### src/hdl/ddodo_pkg.sv
// Shared types, widths and constant tables for the differential drive odometry block.
// No dependencies; imported by every module of the block.
`timescale 1ns / 1ps

package ddodo_pkg;

    localparam int CORDIC_ITERATIONS = 24;
    localparam int FRACTION_BITS     = 16;

    localparam int TRAVEL_W   = 32;
    localparam int POS_W      = 40;
    localparam int ANGLE_W    = 32;
    localparam int WBASE_W    = 31;
    localparam int TSTEP_W    = 16;
    localparam int CFG_IDX_W  = 2;
    localparam int CFG_DATA_W = 31;

    localparam logic [CFG_IDX_W-1:0] REG_WHEEL_BASE = 2'd0;
    localparam logic [CFG_IDX_W-1:0] REG_TIME_STEP  = 2'd1;

    localparam logic [WBASE_W-1:0] WHEEL_BASE_RST = 31'd2621440;
    localparam logic [TSTEP_W-1:0] TIME_STEP_RST  = 16'd256;

    // |left - right| * time_step fits in 48 bits
    localparam int MAG_W      = 48;
    localparam int DIVIDEND_W = MAG_W + FRACTION_BITS;
    localparam int DIV_CNT_W  = $clog2(DIVIDEND_W);
    // quotient bits that reach the turn increments
    localparam int QUOT_W     = FRACTION_BITS + 41;
    localparam int ACC_W      = QUOT_W;
    localparam int NCHUNK     = (QUOT_W + 31) / 32;
    localparam int CHUNK_W    = $clog2(NCHUNK);

    localparam int MUL_A_W = 33;
    localparam int MUL_B_W = 32;
    localparam int PROD_W  = MUL_A_W + MUL_B_W;

    localparam int CORDIC_W = 34 + FRACTION_BITS;
    localparam int ROT_W    = CORDIC_W - FRACTION_BITS;
    localparam int Z_W      = 34;
    localparam int ITER_W   = 5;

    localparam logic [MUL_B_W-1:0] TURN_SCALE  = 32'd683565276;
    localparam logic [MUL_B_W-1:0] CORDIC_GAIN = 32'd2608131497;

    localparam logic [31:0] ATAN_BAM [32] = '{
        32'h20000000, 32'h12E4051E, 32'h09FB385B, 32'h051111D4,
        32'h028B0D43, 32'h0145D7E1, 32'h00A2F61E, 32'h00517C55,
        32'h0028BE53, 32'h00145F2F, 32'h000A2F98, 32'h000517CC,
        32'h00028BE6, 32'h000145F3, 32'h0000A2FA, 32'h0000517D,
        32'h000028BE, 32'h0000145F, 32'h00000A30, 32'h00000518,
        32'h0000028C, 32'h00000146, 32'h000000A3, 32'h00000051,
        32'h00000029, 32'h00000014, 32'h0000000A, 32'h00000005,
        32'h00000003, 32'h00000001, 32'h00000001, 32'h00000000
    };

endpackage

### src/hdl/ddodo_div.sv
// Radix-2 restoring divider, one quotient bit per cycle.
// Depends on ddodo_pkg for widths.
`timescale 1ns / 1ps

module ddodo_div
    import ddodo_pkg::*;
(
    input  logic                  clk,
    input  logic                  rst_n,
    input  logic                  start,
    input  logic [DIVIDEND_W-1:0] dividend,
    input  logic [WBASE_W-1:0]    divisor,
    output logic                  done,
    output logic [QUOT_W-1:0]     quotient
);

    logic                  busy_reg, busy_next;
    logic                  done_reg, done_next;
    logic [DIV_CNT_W-1:0]  cnt_reg, cnt_next;
    logic [DIVIDEND_W-1:0] sr_reg, sr_next;
    logic [WBASE_W-1:0]    rem_reg, rem_next;
    logic [QUOT_W-1:0]     q_reg, q_next;
    logic [WBASE_W:0]      rem_sh;
    logic                  ge;

    always_comb
    begin
        rem_sh    = {rem_reg, sr_reg[DIVIDEND_W-1]};
        ge        = rem_sh >= {1'b0, divisor};
        busy_next = busy_reg;
        done_next = 1'b0;
        cnt_next  = cnt_reg;
        sr_next   = sr_reg;
        rem_next  = rem_reg;
        q_next    = q_reg;
        if (start)
        begin
            busy_next = 1'b1;
            cnt_next  = DIV_CNT_W'(DIVIDEND_W - 1);
            sr_next   = dividend;
            rem_next  = '0;
            q_next    = '0;
        end
        else if (busy_reg)
        begin
            sr_next  = {sr_reg[DIVIDEND_W-2:0], 1'b0};
            rem_next = ge ? WBASE_W'(rem_sh - {1'b0, divisor}) : WBASE_W'(rem_sh);
            q_next   = {q_reg[QUOT_W-2:0], ge};
            cnt_next = cnt_reg - 1'b1;
            if (cnt_reg == '0)
            begin
                busy_next = 1'b0;
                done_next = 1'b1;
            end
        end
    end

    always_ff @(posedge clk or negedge rst_n)
    begin
        if (!rst_n)
        begin
            busy_reg <= 1'b0;
            done_reg <= 1'b0;
            cnt_reg  <= '0;
        end
        else
        begin
            busy_reg <= busy_next;
            done_reg <= done_next;
            cnt_reg  <= cnt_next;
        end
    end

    always_ff @(posedge clk)
    begin
        sr_reg  <= sr_next;
        rem_reg <= rem_next;
        q_reg   <= q_next;
    end

    assign done     = done_reg;
    assign quotient = q_reg;

endmodule

### config.mk
export PLATFORM = sky130hd
export DESIGN_NAME = ddodo_div
export DESIGN_NICKNAME = d
export VERILOG_FILES = /design/src/hdl/ddodo_pkg.sv /design/src/hdl/ddodo_div.sv
export SDC_FILE = /design/constraint.sdc
export NUM_CORES = 1
export LEC_CHECK = 0
export ABC_CLOCK_PERIOD_IN_PS = 2800
export BUFFER_PORTS_ARGS = -buffer_cell sky130_fd_sc_hd__buf_2
export CAP_MARGIN = 20
export CORE_MARGIN = 8
export CORE_UTILIZATION = 28
export CTS_BUF_LIST = sky130_fd_sc_hd__clkbuf_16
export CTS_CLUSTER_DIAMETER = 200
export DETAILED_ROUTE_END_ITERATION = 10
export PLACE_DENSITY = 0.44
export SYNTH_ARGS = -nofsm -noshare
export SYNTH_HDL_FRONTEND = slang
export SYNTH_SLANG_ARGS = --single-unit
### constraint.sdc
create_clock -name clk -period 2.8 [get_ports clk]
set_clock_uncertainty 0.05 [all_clocks]
set_input_delay 0 -clock clk [delete_from_list [all_inputs] [get_ports clk]]
set_output_delay 0 -clock clk [all_outputs]
set_load 0.005 [all_outputs]
==> out/qor.txt <==
Core Area: 0.02940 mm2
Multiplexer area fraction after synthesis: 17.76%
CTS max path bufs: 2
Pwr Total: 8.892 mW
CTS Buf Count: 17
Vias per inst: 4.560
Synth Area in XOR/XNOR: 2.850%
Ys flop type: dfxtp_1
Post-synthesis compound-gate area fraction: 11.40%
Setup CP Type: reg -> reg
Worst slew margin: 43.70%
Reg clk slew, reported paths: 0.07 ns
Post-DP HPWL: 15750 um
Hold Violations, Final: 0
Die W: 188.2 um
Num rows: 63
DR vias: 6626
Final std cells w/o fill: 1453
Final worst path period share: 96.33%
RSZ-0062 raised after global routing: yes
Antenna Cells: 0
Most used cell, CP: or3_1
Top delay family on crit path: simple AND/OR/NAND/NOR gates
Top Layer Used: met4
Layout fillers: 2964
Placer's final routability congestion estimate: 0.8166
Initial core utilization: 28.22%
Initial antenna violation count: 0
Number of library cell types mapped by synthesis: 61
Worst setup EP type: register
H-tree depth: 4
Slew @ Worst Pin: 0.8445 ns
Most common cell in the synthesized netlist: nor2_1
Most frequent cells after synthesis: nor2_1, dfxtp_1, mux2i_1
Syn_nets: 933
Layout cells sized above 1: 32.27%
Initial DRC count: 412
Mapped Cells: 801
Post-Synth Simple-Gate Area: 11.60%
HP Class: in -> reg
CP startpoint kind: register
Worst path slowest cell: or3_1
Met3 wire length: 1517 um
Full die area: 0.03540 mm2
Die height: 188.2 um
Drt pass-1 iters: 4
Clk_lat worst skew: 0.43 ns
Largest family of logic cells by synthesized area: multiplexers
Worst Setup Slack, final: 0.1027 ns
TritonCTS Sinks: 160
Post-Synth Adder-Cell Area: 5.217%
Max stage delay on crit path: 0.37 ns
I/O pins: 156
Top-area cell type share of the netlist area: 23.16%
Power Density: 791.4 mW/mm2
Area Overhead vs Synth: 35.40%
Post-Place Worst Slack: -0.04347 ns
Max-Cap Viols: 0
Final Max Slew Viols: 0
Global-route wire length before repair: 36170 um
Total global-route track usage: 12.63%
Max reg flops: 64
Min cycle time layout: 2.697 ns
Avg Cell Area, Syn: 10.36 um2
Synth Register Bits: 160
LEAKAGE: 5.216 nW
Final nets: 1182
WP data arrival: 2.96 ns
Area leader, netlist: edfxtp_1
WP buf/inv: 1
Total global routing overflow: 0
Fin Hold WS: 0.08388 ns
Post-synthesis cell area: 0.008298 mm2
DRC errors left: 0
Achievable frequency: 370.7 MHz
Total wire length: 22550 um
Async set-or-reset flop fraction in the synthesized netlist: 5.000%
Area contributors post-synth: edfxtp_1, dfxtp_1, mux2i_1, mux2_2, ha_1
Critical Path RT: 3.06 ns
Status: complete, no violations
Worst Path Max Fanout: 3
Port bufs: 155
Wl on met1: 10380 um
Routed Antenna Nets: 0
Register area share after synthesis: 46.80%
Largest net degree at the start of global routing: 130
Post-layout util: 38.21%
WL met2: 10330 um
Post-DR wirelength/cell: 15.52 um
DP Cell Count: 1351
Root buf cell: clkbuf_16
Worst vdd ir: 290.2 uV
Number of global-route vias before repair: 6790
CP cell instances: inv_1 -> ha_2 -> nand2b_1 -> a21oi_1 -> o311a_4 -> o211ai_4 -> a21oi_2 -> or3_1 -> mux2_1 -> or3_1
Post-synth EDFFs: 64
Count of warnings emitted by yosys: 0
CTS tree: yes
Final setup fails: 0
## logic make-up (layout without fill, tap and decap cells)
group           count (synthesis)  after routing
buf+inv                        88            350
mux                           139            139
fa+ha+maj                      34             34
simple gates                  213            213
flops                         160            160
compound gates                140            140
xor+xnor                       27             27
## per-layer routing
layer	GRT usage [%]	vias to the layer above
met5	0	-
met1	15.97	3117
met2	19.90	127
met4	4.061	0
met3	4.346	20
li1	-	3362
## cell usage in the layout, fill, tap and decap left out, types with 15 or more instances in the layout
master / instances
buf_2: 154
dlygate4sd3_1: 67
inv_1: 42
nor2_1: 110
mux2_2: 64
mux2i_1: 73
ha_1: 26
a21oi_1: 37
o21ai_0: 15
edfxtp_1: 64
nand2_1: 34
clkbuf_16: 17
buf_4: 52
a211oi_1: 22
dfxtp_1: 85
## cell type report
class	count	area [um2]	area share [%]
Clock buffer	17	425.4	3.786
Clock inverter	15	160.2	1.425
Inverter	42	157.7	1.403
Multi-Input combinational cell	553	4230	37.65
Sequential cell	160	3891	34.63
Tap cell	390	488.0	4.343
Timing Repair Buffer	276	1883	16.76
## where the power goes
part           switching (mW)  internal, mW
Combinational            1.83          1.71
Sequential              0.228          2.76
Clock                    1.03          1.33
## through the flow
step	TNS, ns	area [um2]
after floorplan	0	8298
after global placement	0	9782
after detailed placement	-0.1841	9782
after CTS	0	11040
after global routing	-0.02725	11240
final	0	11240
## worst reg2reg max path: stages (launching register included)
cell and delay, ns:
edfxtp_1 0.36, inv_1 0.09, ha_2 0.19, nand2b_1 0.12
a21oi_1 0.09, o311a_4 0.34, o211ai_4 0.22, a21oi_2 0.09
or3_1 0.38, mux2_1 0.31, or3_1 0.34
## path summary, 6_finish.rpt
kind	from	endpoint	slack, ns	cells after the start
max	sr_reg[63]	rem_reg[27]	0.10	10
min	divisor[0]	rem_reg[0]	0.08	5
max reg2reg	sr_reg[63]	rem_reg[27]	0.10	10
min reg2reg	quotient[56]	quotient[56]	0.45	2
max in group asynchronous	rst_n	busy_reg	1.88	3
min in group asynchronous	rst_n	cnt_reg[3]	0.51	3
## what timing repair did
| item | in CTS | in global routing |
|---|---|---|
| buffers inserted | 0 | 3 |
| gates cloned | 0 | 0 |
| hold buffers | 67 | 0 |
| pin swaps | 0 | 11 |
| endpoints found under the hold margin | 98 | 0 |
| setup endpoints to repair | 12 | 30 |
| resized for setup | 2 | 32 |
Power figures use the tool's default switching activity.
