--- src/hdl/ddodo_pkg.sv ---
// Shared types, widths and constant tables for the differential drive odometry block.
// No dependencies; imported by every module of the block.
`timescale 1ns / 1ps

package ddodo_pkg;

    localparam int CORDIC_ITERATIONS = 24;
    localparam int FRACTION_BITS     = 16;

    localparam int TRAVEL_W   = 32;
    localparam int POS_W      = 40;
    localparam int ANGLE_W    = 32;
    localparam int WBASE_W    = 31;
    localparam int TSTEP_W    = 16;
    localparam int CFG_IDX_W  = 2;
    localparam int CFG_DATA_W = 31;

    localparam logic [CFG_IDX_W-1:0] REG_WHEEL_BASE = 2'd0;
    localparam logic [CFG_IDX_W-1:0] REG_TIME_STEP  = 2'd1;

    localparam logic [WBASE_W-1:0] WHEEL_BASE_RST = 31'd2621440;
    localparam logic [TSTEP_W-1:0] TIME_STEP_RST  = 16'd256;

    // |left - right| * time_step fits in 48 bits
    localparam int MAG_W      = 48;
    localparam int DIVIDEND_W = MAG_W + FRACTION_BITS;
    localparam int DIV_CNT_W  = $clog2(DIVIDEND_W);
    // quotient bits that reach the turn increments
    localparam int QUOT_W     = FRACTION_BITS + 41;
    localparam int ACC_W      = QUOT_W;
    localparam int NCHUNK     = (QUOT_W + 31) / 32;
    localparam int CHUNK_W    = $clog2(NCHUNK);

    localparam int MUL_A_W = 33;
    localparam int MUL_B_W = 32;
    localparam int PROD_W  = MUL_A_W + MUL_B_W;

    localparam int CORDIC_W = 34 + FRACTION_BITS;
    localparam int ROT_W    = CORDIC_W - FRACTION_BITS;
    localparam int Z_W      = 34;
    localparam int ITER_W   = 5;

    localparam logic [MUL_B_W-1:0] TURN_SCALE  = 32'd683565276;
    localparam logic [MUL_B_W-1:0] CORDIC_GAIN = 32'd2608131497;

    localparam logic [31:0] ATAN_BAM [32] = '{
        32'h20000000, 32'h12E4051E, 32'h09FB385B, 32'h051111D4,
        32'h028B0D43, 32'h0145D7E1, 32'h00A2F61E, 32'h00517C55,
        32'h0028BE53, 32'h00145F2F, 32'h000A2F98, 32'h000517CC,
        32'h00028BE6, 32'h000145F3, 32'h0000A2FA, 32'h0000517D,
        32'h000028BE, 32'h0000145F, 32'h00000A30, 32'h00000518,
        32'h0000028C, 32'h00000146, 32'h000000A3, 32'h00000051,
        32'h00000029, 32'h00000014, 32'h0000000A, 32'h00000005,
        32'h00000003, 32'h00000001, 32'h00000001, 32'h00000000
    };

endpackage

--- src/hdl/ddodo_cordic.sv ---
// Iterative rotation-mode CORDIC, one micro-rotation per cycle.
// Depends on ddodo_pkg for widths and the arctangent table.
`timescale 1ns / 1ps

module ddodo_cordic
    import ddodo_pkg::*;
(
    input  logic                       clk,
    input  logic                       rst_n,
    input  logic                       start,
    input  logic signed [CORDIC_W-1:0] x_init,
    input  logic [ANGLE_W-1:0]         angle,
    output logic                       done,
    output logic signed [ROT_W-1:0]    cos_out,
    output logic signed [ROT_W-1:0]    sin_out
);

    logic                       busy_reg, busy_next;
    logic                       done_reg, done_next;
    logic [ITER_W-1:0]          i_reg, i_next;
    logic signed [CORDIC_W-1:0] x_reg, x_next;
    logic signed [CORDIC_W-1:0] y_reg, y_next;
    logic signed [Z_W-1:0]      z_reg, z_next;
    logic signed [CORDIC_W-1:0] dx, dy;
    logic signed [Z_W-1:0]      step_z;
    logic                       flip;
    logic [ANGLE_W-1:0]         ang_adj;

    always_comb
    begin
        // second and third quadrant: rotate by a half turn first
        flip      = angle[ANGLE_W-1] ^ angle[ANGLE_W-2];
        ang_adj   = {angle[ANGLE_W-1] ^ flip, angle[ANGLE_W-2:0]};
        dx        = y_reg >>> i_reg;
        dy        = x_reg >>> i_reg;
        step_z    = Z_W'(ATAN_BAM[i_reg]);
        busy_next = busy_reg;
        done_next = 1'b0;
        i_next    = i_reg;
        x_next    = x_reg;
        y_next    = y_reg;
        z_next    = z_reg;
        if (start)
        begin
            busy_next = 1'b1;
            i_next    = '0;
            x_next    = flip ? -x_init : x_init;
            y_next    = '0;
            z_next    = Z_W'($signed(ang_adj));
        end
        else if (busy_reg)
        begin
            if (!z_reg[Z_W-1])
            begin
                x_next = x_reg - dx;
                y_next = y_reg + dy;
                z_next = z_reg - step_z;
            end
            else
            begin
                x_next = x_reg + dx;
                y_next = y_reg - dy;
                z_next = z_reg + step_z;
            end
            i_next = i_reg + 1'b1;
            if (i_reg == ITER_W'(CORDIC_ITERATIONS - 1))
            begin
                busy_next = 1'b0;
                done_next = 1'b1;
            end
        end
    end

    always_ff @(posedge clk or negedge rst_n)
    begin
        if (!rst_n)
        begin
            busy_reg <= 1'b0;
            done_reg <= 1'b0;
            i_reg    <= '0;
        end
        else
        begin
            busy_reg <= busy_next;
            done_reg <= done_next;
            i_reg    <= i_next;
        end
    end

    always_ff @(posedge clk)
    begin
        x_reg <= x_next;
        y_reg <= y_next;
        z_reg <= z_next;
    end

    assign done    = done_reg;
    assign cos_out = x_reg[CORDIC_W-1:FRACTION_BITS];
    assign sin_out = y_reg[CORDIC_W-1:FRACTION_BITS];

endmodule

--- config.mk ---
export PLATFORM = sky130hd
export DESIGN_NAME = ddodo_cordic
export DESIGN_NICKNAME = d
export VERILOG_FILES = /design/src/hdl/ddodo_pkg.sv /design/src/hdl/ddodo_cordic.sv
export SDC_FILE = /design/constraint.sdc
export NUM_CORES = 1
export LEC_CHECK = 0
export BUFFER_PORTS_ARGS = -buffer_cell sky130_fd_sc_hd__buf_2
export CAP_MARGIN = 20
export CORE_ASPECT_RATIO = 0.8
export CORE_MARGIN = 2
export CORE_UTILIZATION = 35
export DETAILED_ROUTE_END_ITERATION = 12
export GPL_TIMING_DRIVEN = 0
export HOLD_SLACK_MARGIN = 0.15
export REMOVE_ABC_BUFFERS = 1
export SETUP_SLACK_MARGIN = 0.4
export SYNTH_ARGS = -nofsm -noshare
export SYNTH_HDL_FRONTEND = slang
export SYNTH_SLANG_ARGS = --single-unit
export TNS_END_PERCENT = 20
--- constraint.sdc ---
create_clock -name clk -period 24.7 [get_ports clk]
set_clock_uncertainty 0.2 [all_clocks]
set_input_delay 4.94 -clock clk [delete_from_list [all_inputs] [get_ports clk]]
set_output_delay 4.94 -clock clk [all_outputs]
set_load 0.1 [all_outputs]
==> results.txt <==
The flow ran to the end, and the final reports show no timing, DRC or antenna violations. TritonCTS built the clock tree. The max-slew headroom at the worst pin came out at 18.89%. The total area inside the core boundary comes to 69190 sq um. The number of buffers between clock root and the deepest sink is 2.

The initial standard-cell utilization of the core came out at 35.55%. The worst setup path is captured at a register. The top fanout value on the critical path came out at 67. The final routed wirelength across all metal layers came out at 89160 um. The number of nets at the end of the flow is 3217. The type of origin of the critical path is a register.

The count of final max-slew check failures came out at 0. In the synthesized netlist the dominant register cell turns out to be sky130_fd_sc_hd__edfxtp_1. The number of cells traversed by the worst hold path came out at 2. The count of non-filler cells in the finished layout came out at 3921. In this run the clock root is driven by a sky130_fd_sc_hd__clkbuf_16. The number of nets with antenna violations after routing is 0. The share of synthesized area in the top cell type comes to 10.25%. Adding up every negative setup slack in the final design gives 0 ns. In this run the vertical extent of the chip is 241.1 um. After technology mapping, the gate count stands at 3044. The count of instances resized after the clock tree is built is 0. Of the cells placed in the final design, the portion with a size suffix greater than 1 is 14.98%.

The count of endpoints failing hold in the final timing report is 0. The average size of a mapped cell is 8.081 sq um. The cell area after synthesis came out at 24600 sq um. The final RePlAce weighted congestion is 1.014. The count of flip-flops with a built-in enable after synthesis came out at 84.

The critical path in this run is classified as register to register. The layout has 7199 filler cells. The register area share after synthesis came out at 15.03%. The path with the worst hold slack has its endpoint at y_reg[0]. The total of flip-flops plus latches after synthesis came out at 141. The area enclosed by the die boundary came out at 72440 sq um. After synthesis, the cell types taking the most area are sky130_fd_sc_hd__edfxtp_1, sky130_fd_sc_hd__mux4_2, sky130_fd_sc_hd__ha_1.

The die is 300.4 um wide. The worst flop-to-flop path startpoint is i_reg[1]. The number of buffers inserted during clock tree synthesis is 17. The average routed wire per standard cell is 22.74 um. After floorplanning, the core was divided into 86 placement rows. The total grt overflow is 0.

The clock-pin slew on the worst setup and hold paths came out at 0.06 ns. Synthesis instantiated 94 different standard cells from the library. The vias per cell is 6.160.

The reg-to-reg endpoint is y_reg[40]. The total of max-cap violations is 0. The number of detailed-routing iterations run before antenna repair is 6. For the worst setup path, the data arrival time is 9.26 ns.

The worst hold path begins at y_reg[0]. For the worst flop-to-flop path, the logic depth is 21. The deepest level of the CTS H-tree came out at 4. The most area-hungry cell type in the Yosys netlist is sky130_fd_sc_hd__edfxtp_1. The placed instance count is 3888. The wire length of the first global-routing pass is 135400 um. The number of DRC markers after the initial detailed-route iteration came out at 2868. The post-CTS setup-driven buffer insertion count is 0. The final critical-path setup slack is 15.65 ns. The tightest min-delay check is of the register to register type. The share of flip-flops with an asynchronous set or reset after synthesis is 4.965%. In the finished design, the share of the clock period the worst path needs comes to 36.65%. Setup repair after global routing left no endpoint under its margin.

The data required time of the worst path came out at 24.90 ns. Timing analysis after detailed placement gives a worst setup slack of 15.77 ns. The number of antenna violations at the first check in global routing came to 0. Setup violations remaining at the end of the flow were counted as 0. The via count of the first global-routing pass is 22030. The global-route usage over all layers came out at 24.11%. Buffers placed on the I/O ports in this run total 153. The clock insertion delay at the later pin of the skew report came out at 0.49 ns. The final critical-path required period came out at 9.052 ns. The register-to-register path setup slack is 15.65 ns. The hold-fix buffer count after cts came out at 0. The largest net degree at the start of global routing is 112. The transition time at the pin with the least slew margin came out at 1.207 ns. The diode insertion count for antenna repair came out at 0. The signed area change from the synthesized netlist to the final layout is 7.009%.

The post-DP HPWL came out at 68250 um. After detailed routing, the number of remaining DRC violations is 0. The number of top-level pins is 154. The number of clock sinks is 141. For this run, the number of Yosys warnings is 0. The total number of vias came out at 24160. The highest attainable clock frequency came out at 0.1105 GHz.
area by class of cell:
type                       instances  area [sq um]  area share, %
clock buffer                      18         439.2          1.668
clock inverter                    14         168.9         0.6417
inverter                          63         241.5         0.9173
multi-input combinational       2581         19280          73.24
sequential                       141          3719          14.13
tap                              924          1156          4.392
timing repair buffer             180          1320          5.015
how the worst max path moves through the flow:
stage	startpoint	end	slack [ns]	cells after the start
after floorplan	i_reg[1]	z_reg[33]	12.00	23
after global placement	i_reg[0]	x_reg[49]	8.00	22
after detailed placement	x_init[12]	x_reg[48]	15.77	13
after CTS	i_reg[1]	y_reg[40]	15.88	21
after global routing	i_reg[1]	y_reg[40]	15.00	21
final	i_reg[1]	y_reg[40]	15.65	21
synthesized netlist by cell type, types with 62 or more instances:
cell type and instances:
sky130_fd_sc_hd__nand2_1 279, sky130_fd_sc_hd__nor2_1 256, sky130_fd_sc_hd__a21oi_1 255, sky130_fd_sc_hd__o21ai_0 200
sky130_fd_sc_hd__xnor2_1 156, sky130_fd_sc_hd__ha_1 145, sky130_fd_sc_hd__xor2_1 125, sky130_fd_sc_hd__mux2i_1 123
sky130_fd_sc_hd__mux4_2 111, sky130_fd_sc_hd__clkbuf_1 106, sky130_fd_sc_hd__buf_4 87, sky130_fd_sc_hd__a21o_1 85
sky130_fd_sc_hd__edfxtp_1 84, sky130_fd_sc_hd__mux2_2 71, sky130_fd_sc_hd__inv_1 62
through the flow:
stage	area (sq um)	hold slack, ns	utilization (%)
after CTS	26310	0.3242	38.02
after floorplan	23190	0.2637	-
after global placement	25110	0.2843	36.29
after detailed placement	25700	0.3111	37.15
final	26320	0.3297	38.05
after global routing	26320	0.3759	38.05
routing by layer:
layer	share of wire (%)	global-route usage [%]	vias to the layer above
li1	-	-	11320
met1	45	33.81	11640
met2	44	37.41	1091
met3	8.9	5.446	111
met4	2.0	5.712	0
met5	0	0	-
kinds of logic (layout without fill, tap and decap cells):
group / count (synthesis) / after routing / share of synthesized area, %
buffers and inverters: 322 / 275 / 6.693
multiplexers: 306 / 306 / 18.46
AND/OR/NAND/NOR: 892 / 892 / 17.16
adder cells (fa/ha/maj): 148 / 148 / 7.619
AO/OA/AOI/OAI: 954 / 954 / 25.02
flip-flops: 141 / 141 / 15.03
XOR/XNOR: 281 / 281 / 10.00
worst max-delay path, cell delays in order (launching register included):
cell and delay, ns:
sky130_fd_sc_hd__dfrtp_4 1.01, sky130_fd_sc_hd__buf_16 0.38, sky130_fd_sc_hd__mux4_2 0.63, sky130_fd_sc_hd__mux2i_1 0.39, sky130_fd_sc_hd__nor2_1 0.12, sky130_fd_sc_hd__nor4_1 0.84
sky130_fd_sc_hd__ha_1 0.37, sky130_fd_sc_hd__nand4_1 0.22, sky130_fd_sc_hd__or4_1 0.73, sky130_fd_sc_hd__o21ai_0 0.26, sky130_fd_sc_hd__xnor2_1 0.10, sky130_fd_sc_hd__ha_1 0.41
sky130_fd_sc_hd__nand4_1 0.15, sky130_fd_sc_hd__nor2_1 0.20, sky130_fd_sc_hd__a311oi_1 0.16, sky130_fd_sc_hd__a211o_1 0.39, sky130_fd_sc_hd__o211ai_1 0.26, sky130_fd_sc_hd__nand2_1 0.16
sky130_fd_sc_hd__o31ai_1 0.85, sky130_fd_sc_hd__a31oi_1 0.45, sky130_fd_sc_hd__or4_1 0.51, sky130_fd_sc_hd__o211ai_1 0.10
placed cells by master (no fill, tap or decap), types with 18 or more instances in the layout:
cell type,n
sky130_fd_sc_hd__nand2_1,279
sky130_fd_sc_hd__a21oi_1,255
sky130_fd_sc_hd__nor2_1,254
sky130_fd_sc_hd__o21ai_0,200
sky130_fd_sc_hd__buf_2,156
sky130_fd_sc_hd__xnor2_1,155
sky130_fd_sc_hd__ha_1,145
sky130_fd_sc_hd__xor2_1,124
sky130_fd_sc_hd__mux2i_1,123
sky130_fd_sc_hd__mux4_2,111
sky130_fd_sc_hd__a21o_1,85
sky130_fd_sc_hd__edfxtp_1,84
sky130_fd_sc_hd__mux2_2,71
sky130_fd_sc_hd__inv_1,58
sky130_fd_sc_hd__nor3_1,57
sky130_fd_sc_hd__a31oi_1,50
sky130_fd_sc_hd__dfxtp_1,50
sky130_fd_sc_hd__a211oi_1,45
sky130_fd_sc_hd__o22ai_1,44
sky130_fd_sc_hd__nand2b_1,41
sky130_fd_sc_hd__nand3_1,39
sky130_fd_sc_hd__nor2b_1,32
sky130_fd_sc_hd__o31ai_1,31
sky130_fd_sc_hd__nand4_1,29
sky130_fd_sc_hd__and2_1,25
sky130_fd_sc_hd__and3_1,25
sky130_fd_sc_hd__or3_1,21
sky130_fd_sc_hd__or2_2,20
sky130_fd_sc_hd__o211ai_1,19
sky130_fd_sc_hd__o21a_1,18
Power is left out: the tool's default activity adds up to more than one toggle a clock period on the data nets, which glitch-free logic cannot reach.
